`src/sv/tea_pkg.sv`:
```
`timescale 1ns / 1ps

package tea_pkg;

   localparam logic [31:0] SUM_STEP = 32'h9e37_79b9;

   localparam int WORD_W = 32;
   localparam int CSR_INDEX_W = 3;

   // Register indexes of the configuration port
   localparam logic [CSR_INDEX_W-1:0] CSR_KEY_0 = 3'd0;
   localparam logic [CSR_INDEX_W-1:0] CSR_KEY_1 = 3'd1;
   localparam logic [CSR_INDEX_W-1:0] CSR_KEY_2 = 3'd2;
   localparam logic [CSR_INDEX_W-1:0] CSR_KEY_3 = 3'd3;
   localparam logic [CSR_INDEX_W-1:0] CSR_ALG   = 3'd4;
   localparam logic [CSR_INDEX_W-1:0] CSR_DIR   = 3'd5;

   // Algorithm and direction codes
   localparam logic ALG_TEA  = 1'b0;
   localparam logic ALG_XTEA = 1'b1;
   localparam logic DIR_ENC  = 1'b0;
   localparam logic DIR_DEC  = 1'b1;

   typedef struct packed {
      logic [3:0][WORD_W-1:0] key;
      logic                   alg;
      logic                   dir;
   } cfg_type;

   // a: word updated by the next half round, b: word it is updated from
   typedef struct packed {
      logic [WORD_W-1:0] a;
      logic [WORD_W-1:0] b;
   } word_pair_type;

   typedef struct packed {
      logic full;
      logic empty;
   } queue_status_type;

endpackage

```
`src/sv/tea_rsp_queue.sv`:
```
`timescale 1ns / 1ps

module tea_rsp_queue
   import tea_pkg::*;
(
   input  logic             clock,
   input  logic             reset,
   input  logic             push,
   input  word_pair_type    push_data,
   input  logic             pop,
   output word_pair_type    head_data,
   output queue_status_type status
);

   localparam int DEPTH = 2;

   word_pair_type entry_ff [DEPTH];
   logic          wr_ptr_ff;
   logic          wr_ptr_in;
   logic          rd_ptr_ff;
   logic          rd_ptr_in;
   logic [1:0]    count_ff;
   logic [1:0]    count_in;

   always_comb begin
      wr_ptr_in = push ? ~wr_ptr_ff : wr_ptr_ff;
      rd_ptr_in = pop ? ~rd_ptr_ff : rd_ptr_ff;
      count_in  = count_ff;
      if (push && !pop) begin
         count_in = count_ff + 2'd1;
      end else if (pop && !push) begin
         count_in = count_ff - 2'd1;
      end
   end

   always_ff @(posedge clock) begin
      if (reset) begin
         wr_ptr_ff <= 1'b0;
         rd_ptr_ff <= 1'b0;
         count_ff  <= 2'd0;
      end else begin
         wr_ptr_ff <= wr_ptr_in;
         rd_ptr_ff <= rd_ptr_in;
         count_ff  <= count_in;
      end
   end

   always_ff @(posedge clock) begin
      if (push) begin
         entry_ff[wr_ptr_ff] <= push_data;
      end
   end

   assign head_data    = entry_ff[rd_ptr_ff];
   assign status.full  = (count_ff == 2'(DEPTH));
   assign status.empty = (count_ff == 2'd0);

   a_count_bound: assert property (@(posedge clock) disable iff (reset)
      count_ff <= 2'(DEPTH))
      else $error("response queue count out of range");

   a_no_overflow: assert property (@(posedge clock) disable iff (reset)
      status.full |-> !push)
      else $error("push into full response queue");

   a_push_count: assert property (@(posedge clock) disable iff (reset)
      (push && !pop) |=> (count_ff == $past(count_ff) + 2'd1))
      else $error("response queue count did not follow push");

endmodule

```
`config.mk`:
```
export PLATFORM = sky130hd
export DESIGN_NAME = tea_rsp_queue
export DESIGN_NICKNAME = d
export VERILOG_FILES = /design/src/sv/tea_pkg.sv /design/src/sv/tea_rsp_queue.sv
export SDC_FILE = /design/constraint.sdc
export NUM_CORES = 1
export LEC_CHECK = 0
export ABC_AREA = 0
export ABC_CLOCK_PERIOD_IN_PS = 7500
export BUFFER_PORTS_ARGS = -buffer_cell sky130_fd_sc_hd__buf_2
export CAP_MARGIN = 10
export CORE_MARGIN = 2
export CORE_UTILIZATION = 56
export CTS_CLUSTER_SIZE = 16
export DETAILED_ROUTE_END_ITERATION = 12
export GPL_TIMING_DRIVEN = 0
export HOLD_SLACK_MARGIN = 0.08
export PLACE_DENSITY_LB_ADDON = 0.05
export REMOVE_ABC_BUFFERS = 1
export SLEW_MARGIN = 30
export SYNTH_ARGS = -nofsm -noshare
export SYNTH_HDL_FRONTEND = slang
export SYNTH_SLANG_ARGS = --single-unit
```
`constraint.sdc`:
```
create_clock -name clock -period 7.5 [get_ports clock]
set_input_delay 1.5 -clock clock [delete_from_list [all_inputs] [get_ports clock]]
set_output_delay 1.5 -clock clock [all_outputs]
set_load 0.01 [all_outputs]
```
==> results of run 1 <==
-- registers in the layout, indices dropped and copies added, names as in the netlist, named ones only --
name       flops
count_ff       2
entry_ff     128
wr_ptr_ff      1
rd_ptr_ff      1
-- cell usage in the layout (no fill, tap or decap), drive strengths merged --
cell      netlist  final
nor2            5      5
clkinv          0      7
edfxtp        128    128
nor2b           1      1
or3             1      1
clkinvlp        0      3
o21ai           1      1
clkbuf          0     19
dfxtp           5      5
xnor2           2      2
ha              1      1
mux2           64     64
xor2            2      2
inv             1      1
buf             7    138
and2            1      1
and2b           1      1
bufinv          0      3
a21oi           1      1
-- cell families after synthesis --
| group | count (synthesis) |
|---|---|
| adder cells (fa/ha/maj) | 1 |
| buffers and inverters | 8 |
| XOR/XNOR | 4 |
| flip-flops | 133 |
| multiplexers | 64 |
| AO/OA/AOI/OAI | 2 |
| AND/OR/NAND/NOR | 9 |
-- per-stage QoR --
step	power [uW]	hold slack, ns	setup WS, ns	util (%)
3_5_place_dp	1080	0.502	4.57	68.7
2_1_floorplan	993	0.461	2.69	-
5_1_grt	1930	0.551	3.94	75.7
4_1_cts	1880	0.509	4.01	75.7
6_report	1860	0.504	4.07	75.7
3_3_place_gp	1070	0.481	0.931	67.1
-- power by group through the flow --
stage                     clock, uW  combinational, uW  sequential [uW]
after floorplan                   0               91.8              901
after global placement            0                162              909
after detailed placement          0                181              900
after CTS                       808                183              885
after global routing            842                195              890
final                           794                180              884
-- layer usage --
metal / vias to the layer above / wire [microns]
li1: 1182 / -
met1: 1217 / 3240
met2: 90 / 4540
met3: 8 / 622
met4: 0 / 87
met5: - / 0
-- worst min-delay path, stage by stage (launching register included) --
cell	delay (ns)
dfxtp_1	0.32
o21ai_0	0.08
a21oi_1	0.06
-- worst min-delay path by stage --
stage / from / end / slack (ns) / cells past startpoint
finish: count_ff[1] / count_ff[1] / 0.50 / 2
global route: count_ff[1] / count_ff[1] / 0.55 / 2
CTS: count_ff[1] / count_ff[1] / 0.51 / 2
detailed placement: count_ff[1] / count_ff[1] / 0.50 / 2
global placement: count_ff[1] / count_ff[1] / 0.48 / 2
floorplan: count_ff[1] / count_ff[1] / 0.46 / 2
-- cell type report --
class | instances | share of cell area, %
sequential | 133 | 62.8
multi-input combinational | 80 | 13.3
timing repair buffer | 138 | 12.5
clock buffer | 19 | 6.71
clock inverter | 13 | 2.53
tap | 105 | 2.09
inverter | 1 | 0.0597
==> impl_metrics.py, run 1 <==
metrics = {
    "clocking": {
        "cts_max_level": 4,
        "ctsResizeCount": 0,
        "path_clk_slew_ns": 0.06,
        "cts-hold-fix-buffers": 0,
        "clkLatencyLatePin_ns": 0.50,
        "cts-buffers-inserted": 17,
        "cts_setup_buffers": 0,
        "cts_tree": "yes",
        "cts_root_buf": "clkbuf_8",
        "cts_buffer_depth": 2,
        "cts.sinks": 133,
    },
    "yosys": {
        "synth_compound_area_share_pct": 0.207,
        "yosysTopAreaCell": "edfxtp_1",
        "yosysMostFrequentCell": "edfxtp_1",
        "synth_xor_area_share_pct": 0.723,
        "synthCells": 221,
        "synth_fa_ha_area_share_pct": 0.258,
        "synth_top_area_share_pct": 79.3,
        "avgSynthCellArea_sq_um": 21.9,
        "synth_top_family_by_area": "multiplexers",
        "synthTopCellsByCount": "edfxtp_1 (128), mux2_2 (64), buf_6 (6)",
        "ys_seq_area_share_pct": 81.4,
        "synth_warnings": 0,
        "synth_flop_cell": "edfxtp_1",
        "synthMuxAreaShare_pct": 14.9,
        "netlist_area_sq_um": 4850,
        "ys_types": 16,
        "synth-simple-area-share_pct": 0.955,
        "ys_seq_elements": 133,
        "async_flop_share_pct": 0,
        "synth_area_leaders": "edfxtp_1 (79%), mux2_2 (15%), dfxtp_1 (2.1%)",
        "synth_edf_count": 128,
    },
    "critical_path": {
        "end_kind": "output pin",
        "crit-reg2reg-capture": "entry_ff[0][38]",
        "r2r_cells": 3,
        "arrival_ns": 1.93,
        "cpMaxStageDelayCell": "dfxtp_4",
        "critPathRequiredTime_ns": 6.00,
        "crit_type": "reg2out",
        "path_buf_inv": 2,
        "slowest_delay_ns": 0.63,
        "path_depth": 3,
        "regToRegSetupSlack_ns": 6.03,
        "start_kind": "flip-flop",
        "worstSetupEndpoint": "head_data[42]",
        "critPathMaxFanout": 33,
        "reg2reg_from": "wr_ptr_ff",
        "crit_family": "flip-flops",
        "crit_chain": "buf_12 -> mux2_2 -> buf_2",
    },
    "final_layout": {
        "instances_no_fill": 489,
        "num-fill-cells": 514,
        "multi_input_area_sq_um": 835,
        "area_growth_pct": 29.7,
        "layout.area.seq_sq_um": 3950,
        "diodes": 0,
        "fin_area_sq_um": 6290,
        "final_nets": 440,
        "drive_gt1_share_pct": 61.5,
    },
    "flow_run": {
        "drv_cap": 0,
    },
    "timing": {
        "setup_viol": 0,
        "rsz0062_at_grt": "false",
        "hold_viol_final": 0,
        "finClkSkew_ns": 0.00829,
        "tightest_slew_ns": 0.492,
        "max_freq_mhz": 291,
        "final.setup.tns_ns": 0,
        "relSlewSlack_pct": 67.1,
        "min_period_ns": 3.43,
        "report.final.slew_viol_count": 0,
        "fin_crit_sh_pct": 45.8,
    },
    "floorplan": {
        "boundaryPins": 134,
        "die_h_microns": 97.0,
        "start_util_pct": 58.4,
        "die_w_microns": 97.0,
        "die-area_sq_um": 9420,
        "fp.coreArea_sq_um": 8300,
        "rows": 33,
    },
    "routing": {
        "route.antenna.remaining_nets": 0,
        "firstDrtPassIters": 4,
        "viasPerCell": 5.11,
        "drt_drc_violations_left": 0,
        "drtIter0Drc": 89,
        "vias": 2497,
        "drt-total-wl_microns": 8490,
        "wl_per_cell_microns": 17.4,
    },
    "global_routing": {
        "busiest_layer": "met2",
        "use_met1_pct": 21.4,
        "grt_pass1_wl_microns": 13600,
        "grt_util_met3_pct": 7.44,
        "grt_overflow": 0,
        "track_usage_pct": 19.2,
        "antenna_found_initial": 0,
        "grt_pass1_vias": 2712,
        "use_met2_pct": 33.0,
        "grt_max_degree": 37,
    },
    "hold_path": {
        "hold_class": "reg2reg",
    },
    "power": {
        "p_int_uw": 1460,
        "p_clk_share_pct": 42.7,
        "p_seq_share_pct": 47.6,
        "power_switching_share_pct": 21.3,
        "p_leak_uw": 0.00240,
        "pwr-share-comb_pct": 9.7,
        "p_per_area_nw_per_um2": 296,
        "vdd_drop_max_mv": 0.155,
        "p_sw_uw": 396,
    },
    "placed_design": {
        "gp_congestion": 0.684,
        "place.port_buffers": 133,
        "post_dp_cell_area_sq_um": 5710,
        "dp_cells": 457,
        "dp_hpwl_microns": 5530,
    },
    "status": {
        "status": "finished, final reports clean",
    },
}
(Power assumes the default switching activity.)
==> run 2, diff against run 1 <==
- ABC_CLOCK_PERIOD_IN_PS: 7500 -> 3100
- CORE_UTILIZATION: 56 -> 47
- clock period: 7.5 -> 3.1 ns (I/O delays scaled with it)
==> run 2 against run 1 <==
Net effect:
- register-to-register slack got worse by 4.4 ns
- critical path type unchanged
- clock skew decreased by 0.0025 ns
- sequential share of layout area increased by 0.26 points
- worst setup slack got worse by 3.5 ns
- clock-buffer cell count increased by 2
- cell area decreased by 0.42%
- non-clock buffer count unchanged
- clock power increased by 120%
- largest cell class unchanged
==> impl_metrics.py, run 2 (synthesized netlist as in run 1, its figures left out) <==
metrics = {
    "status": {
        "status": "finished, final reports clean",
    },
    "power": {
        "totalPowerFinal_uw": 4320,
        "p_per_area_nw_per_um2": 691,
        "vdd_drop_max_mv": 0.343,
        "p_leak_uw": 0.00237,
    },
    "timing": {
        "report.final.slew_viol_count": 0,
        "fin_crit_sh_pct": 81.2,
        "fin_ws_ns": 0.583,
        "finClkSkew_ns": 0.00575,
        "min_period_ns": 2.52,
        "setup_viol": 0,
        "hold_viol_final": 0,
        "tightest_slew_ns": 0.397,
        "relSlewSlack_pct": 73.5,
        "max_freq_mhz": 397,
        "rsz0062_at_grt": "false",
    },
    "floorplan": {
        "start_util_pct": 47.6,
        "die_h_microns": 106,
        "die-area_sq_um": 11100,
        "die_w_microns": 106,
        "boundaryPins": 134,
        "fp.coreArea_sq_um": 10200,
        "rows": 37,
    },
    "critical_path": {
        "crit_family": "flip-flops",
        "critPathMaxFanout": 40,
        "end_kind": "output pin",
        "r2r_cells": 2,
        "crit-reg2reg-capture": "entry_ff[1][37]",
        "crit_type": "reg2out",
        "slowest_delay_ns": 0.57,
        "start_kind": "flip-flop",
        "path_buf_inv": 2,
        "crit_chain": "buf_12 -> mux2_2 -> buf_2",
        "regToRegSetupSlack_ns": 1.65,
        "cpMaxStageDelayCell": "dfxtp_4",
        "critPathRequiredTime_ns": 2.48,
        "reg2reg_from": "wr_ptr_ff",
        "arrival_ns": 1.90,
    },
    "global_routing": {
        "grt_pass1_wl_microns": 13100,
        "grt_overflow": 0,
        "grt_max_degree": 41,
        "antenna_found_initial": 0,
        "grt_pass1_vias": 2621,
        "track_usage_pct": 15.8,
    },
    "final_layout": {
        "instances_no_fill": 517,
        "final_nets": 440,
        "top_regs": "entry_ff x128, count_ff x2",
        "diodes": 0,
        "area_growth_pct": 29.1,
        "final_cell_mix": "buf_2 (133), edfxtp_1 (128), mux2_2 (64)",
        "num-fill-cells": 794,
        "top_register": "entry_ff",
        "drive_gt1_share_pct": 59.8,
        "final_common_cell": "buf_2",
        "largest_register_ffs": 128,
        "fin_area_sq_um": 6260,
    },
    "clocking": {
        "cts-hold-fix-buffers": 0,
        "cts_tree": "yes",
        "clkLatencyLatePin_ns": 0.50,
        "cts_buffer_depth": 2,
        "cts-buffers-inserted": 17,
        "ctsResizeCount": 0,
        "cts_setup_buffers": 0,
        "cts_root_buf": "clkbuf_8",
        "cts.sinks": 133,
        "path_clk_slew_ns": 0.05,
        "cts_max_level": 4,
    },
    "hold_path": {
        "hp-start": "push_data[57]",
        "hold_class": "in2reg",
        "hold_path_end": "entry_ff[0][57]",
        "min_path_cells": 1,
    },
    "placed_design": {
        "place.port_buffers": 133,
        "dp_cells": 488,
        "place_ws_ns": 1.07,
        "dp_hpwl_microns": 5430,
        "gp_congestion": 0.645,
        "post_dp_cell_area_sq_um": 5740,
    },
    "flow_run": {
        "drv_cap": 0,
    },
    "routing": {
        "firstDrtPassIters": 4,
        "viasPerCell": 4.81,
        "drtIter0Drc": 98,
        "route.antenna.remaining_nets": 0,
        "vias": 2487,
        "wl_per_cell_microns": 16.1,
        "drt-total-wl_microns": 8350,
        "drt_drc_violations_left": 0,
    },
}
-- run 2: changes by cell type in the layout (fill, tap and decap cells not counted), sizes merged --
cell and delta:
clkinv -1, bufinv -1, clkbuf +2, clkinvlp -3
-- run 2: through the flow --
stage | util [%] | hold slack (ns) | setup TNS [ns]
6_report | 61.5 | 0.303 | 0
3_5_place_dp | 56.4 | 0.502 | 0
3_3_place_gp | 55.1 | 0.486 | -248.75
2_1_floorplan | - | 0.461 | -53.02
4_1_cts | 61.5 | 0.274 | 0
5_1_grt | 61.5 | 0.269 | 0
-- run 2: layout make-up --
cell class | instances | area, sq um | area share, %
clock buffers | 21 | 429 | 6.86
well taps | 136 | 170 | 2.72
flip-flops and latches | 133 | 3950 | 63.1
repair buffers | 138 | 788 | 12.6
clock inverters | 8 | 86.3 | 1.38
inverters | 1 | 3.75 | 0.0600
multi-input cells | 80 | 835 | 13.3
-- run 2: worst max-delay path by stage --
stage | startpoint | to | slack, ns | cells after the start
after floorplan | push | entry_ff[0][0] | -0.83 | 1
after global placement | push | entry_ff[0][22] | -2.76 | 2
after detailed placement | flip-flop | head_data[37] | 1.07 | 3
after CTS | flip-flop | head_data[37] | 0.51 | 3
after global routing | flip-flop | head_data[37] | 0.46 | 3
final | flip-flop | head_data[11] | 0.58 | 3
-- run 2: worst register-to-register path, cell delays in order (launching register included) --
cell and delay [ns]:
dfxtp_1 0.40, and2_4 0.43, buf_12 0.30
-- run 2: where the power goes --
group | switching (uW) | total [uW] | internal [uW] | leakage [uW]
logic | 216 | 437 | 221 | 0.000877
registers | 39.4 | 2140 | 2100 | 0.00124
clock network | 636 | 1750 | 1110 | 0.000254
total | 891 | 4320 | 3430 | 0.00237
-- run 2: metal layers --
| layer | GRT usage, % | routed length (microns) | vias up | part of all wire (%) |
|---|---|---|---|---|
| li1 | - | - | 1172 | - |
| met1 | 18.6 | 3350 | 1225 | 40 |
| met2 | 25.9 | 4320 | 84 | 52 |
| met3 | 6.80 | 592 | 6 | 7.1 |
| met4 | 6.11 | 82 | 0 | 0.98 |
| met5 | 0 | 0 | - | 0 |
==> run 3, diff against run 2 <==
- ABC_CLOCK_PERIOD_IN_PS: 3100 -> 2600
- CORE_UTILIZATION: 47 -> 52
- clock period: 3.1 -> 2.6 ns (I/O delays scaled with it)
==> run 3 against run 2 <==
Net effect:
- clock power grew 35%
- combinational power grew 18%
- clock-buffer cell count shrank 4
- non-clock buffer count is the same
- register-to-register slack lost 0.54 ns
- via count shrank 0.80%
- critical path type unchanged
- largest cell class unchanged
- highest routed layer unchanged
==> impl_metrics.py, run 3 (synthesized netlist as in run 1, its figures left out) <==
metrics = {
    "status": {
        "status": "finished, final reports clean",
    },
    "routing": {
        "vias": 2467,
        "wl_per_cell_microns": 16.2,
        "drt_drc_violations_left": 0,
        "firstDrtPassIters": 6,
        "route.antenna.remaining_nets": 0,
        "drt-total-wl_microns": 8010,
        "viasPerCell": 5.00,
        "drtIter0Drc": 82,
    },
    "placed_design": {
        "gp_congestion": 0.708,
        "place.port_buffers": 133,
        "dp_hpwl_microns": 5110,
        "post_dp_cell_area_sq_um": 5710,
    },
    "final_layout": {
        "final_common_cell": "buf_2",
        "top_regs": "entry_ff x128, count_ff x2",
        "final_cell_mix": "buf_2 (133), edfxtp_1 (128), mux2_2 (64)",
        "top_register": "entry_ff",
        "area_growth_pct": 30.2,
        "fin_area_sq_um": 6310,
        "drive_gt1_share_pct": 61.8,
        "fin_util_pct": 69.0,
        "final_nets": 440,
        "largest_register_ffs": 128,
        "diodes": 0,
    },
    "global_routing": {
        "grt_overflow": 0,
        "grt_max_degree": 41,
        "use_met2_pct": 25.8,
        "use_met1_pct": 19.2,
        "grt_util_met3_pct": 7.70,
        "antenna_found_initial": 0,
        "grt_pass1_wl_microns": 12000,
        "grt_pass1_vias": 2478,
        "track_usage_pct": 16.1,
        "busiest_layer": "met2",
    },
    "hold_path": {
        "hold_class": "in2reg",
        "hp-start": "push_data[10]",
    },
    "floorplan": {
        "rows": 35,
        "die_w_microns": 101,
        "start_util_pct": 53.0,
        "die-area_sq_um": 10100,
        "die_h_microns": 101,
        "boundaryPins": 134,
        "fp.coreArea_sq_um": 9150,
    },
    "timing": {
        "hold_viol_final": 0,
        "rsz0062_at_grt": "false",
        "report.final.slew_viol_count": 0,
        "fin_crit_sh_pct": 94.2,
        "tightest_slew_ns": 0.475,
        "setup_viol": 0,
        "max_freq_mhz": 408,
        "min_period_ns": 2.45,
        "finClkSkew_ns": 0.00745,
        "relSlewSlack_pct": 68.3,
    },
    "power": {
        "totalPowerFinal_uw": 5430,
        "p_per_area_nw_per_um2": 861,
        "p_seq_share_pct": 46.9,
        "pwr-share-comb_pct": 9.5,
        "p_clk_share_pct": 43.6,
        "p_leak_uw": 0.00241,
        "p_int_uw": 4310,
        "p_sw_uw": 1130,
        "power_switching_share_pct": 20.7,
        "vdd_drop_max_mv": 0.569,
    },
    "clocking": {
        "clkLatencyLatePin_ns": 0.49,
        "cts_tree": "yes",
        "cts_buffer_depth": 2,
        "cts_root_buf": "clkbuf_8",
        "ctsResizeCount": 0,
        "cts_setup_buffers": 0,
        "cts-hold-fix-buffers": 0,
        "path_clk_slew_ns": 0.06,
        "cts-buffers-inserted": 17,
        "cts_max_level": 4,
        "cts.sinks": 133,
    },
    "critical_path": {
        "start_kind": "flip-flop",
        "cpMaxStageDelayCell": "dfxtp_4",
        "reg2reg_from": "wr_ptr_ff",
        "critPathMaxFanout": 34,
        "crit_type": "reg2out",
        "end_kind": "output pin",
        "crit_chain": "buf_12 -> mux2_2 -> buf_2",
        "critPathRequiredTime_ns": 2.08,
        "slowest_delay_ns": 0.64,
        "arrival_ns": 1.93,
    },
    "flow_run": {
        "drv_cap": 0,
    },
}
[run 3: cell types whose count changed in the layout (fill, tap and decap cells not counted), sizes merged]
cell / delta
bufinv: +2
clkbuf: -4
clkinv: +1
clkinvlp: +2
[run 3: worst paths after layout]
| check | depth (start not counted) | slack (ns) | end |
|---|---|---|---|
| min | 1 | 0.21 | entry_ff[1][10] |
| max | 3 | 0.15 | head_data[23] |
| max reg2reg | 3 | 1.11 | entry_ff[0][52] |
| min reg2reg | 2 | 0.50 | count_ff[1] |
[run 3: power groups by stage]
stage               sequential, uW  clock [uW]  combinational, uW
finish                        2550        2370                514
global placement              2620           0                469
detailed placement            2600           0                521
global route                  2560        2510                556
floorplan                     2600           0                265
CTS                           2550        2430                525
[run 3: stage by stage]
step | setup TNS, ns | hold WS (ns) | worst slack [ns] | std cells
global placement | -316.00 | 0.479 | -3.11 | 458
finish | 0 | 0.211 | 0.151 | 493
global route | 0 | 0.173 | 0.0234 | 493
detailed placement | 0 | 0.501 | 0.627 | 463
CTS | 0 | 0.174 | 0.0752 | 493
floorplan | -81.48 | 0.461 | -1.23 | 214
[run 3: layout make-up]
| class | count | area (sq um) |
|---|---|---|
| flip-flops and latches | 133 | 3950 |
| fillers | 623 | 2840 |
| multi-input cells | 80 | 835 |
| repair buffers | 138 | 788 |
| clock buffers | 17 | 414 |
| clock inverters | 13 | 185 |
| well taps | 111 | 139 |
| inverters | 1 | 3.75 |
[run 3: critical path, delay by kind of cell, from the launching register on]
kind                   cells  cell delay, ns
buffers and inverters      2            0.41
DFF                        1            0.64
muxes                      1            0.36
[run 3: per-layer routing]
layer  vias up  wire length, microns
li1       1172                     -
met1      1212                  3370
met2        81                  4060
met3         2                   552
met4         0                    25
met5         -                     0
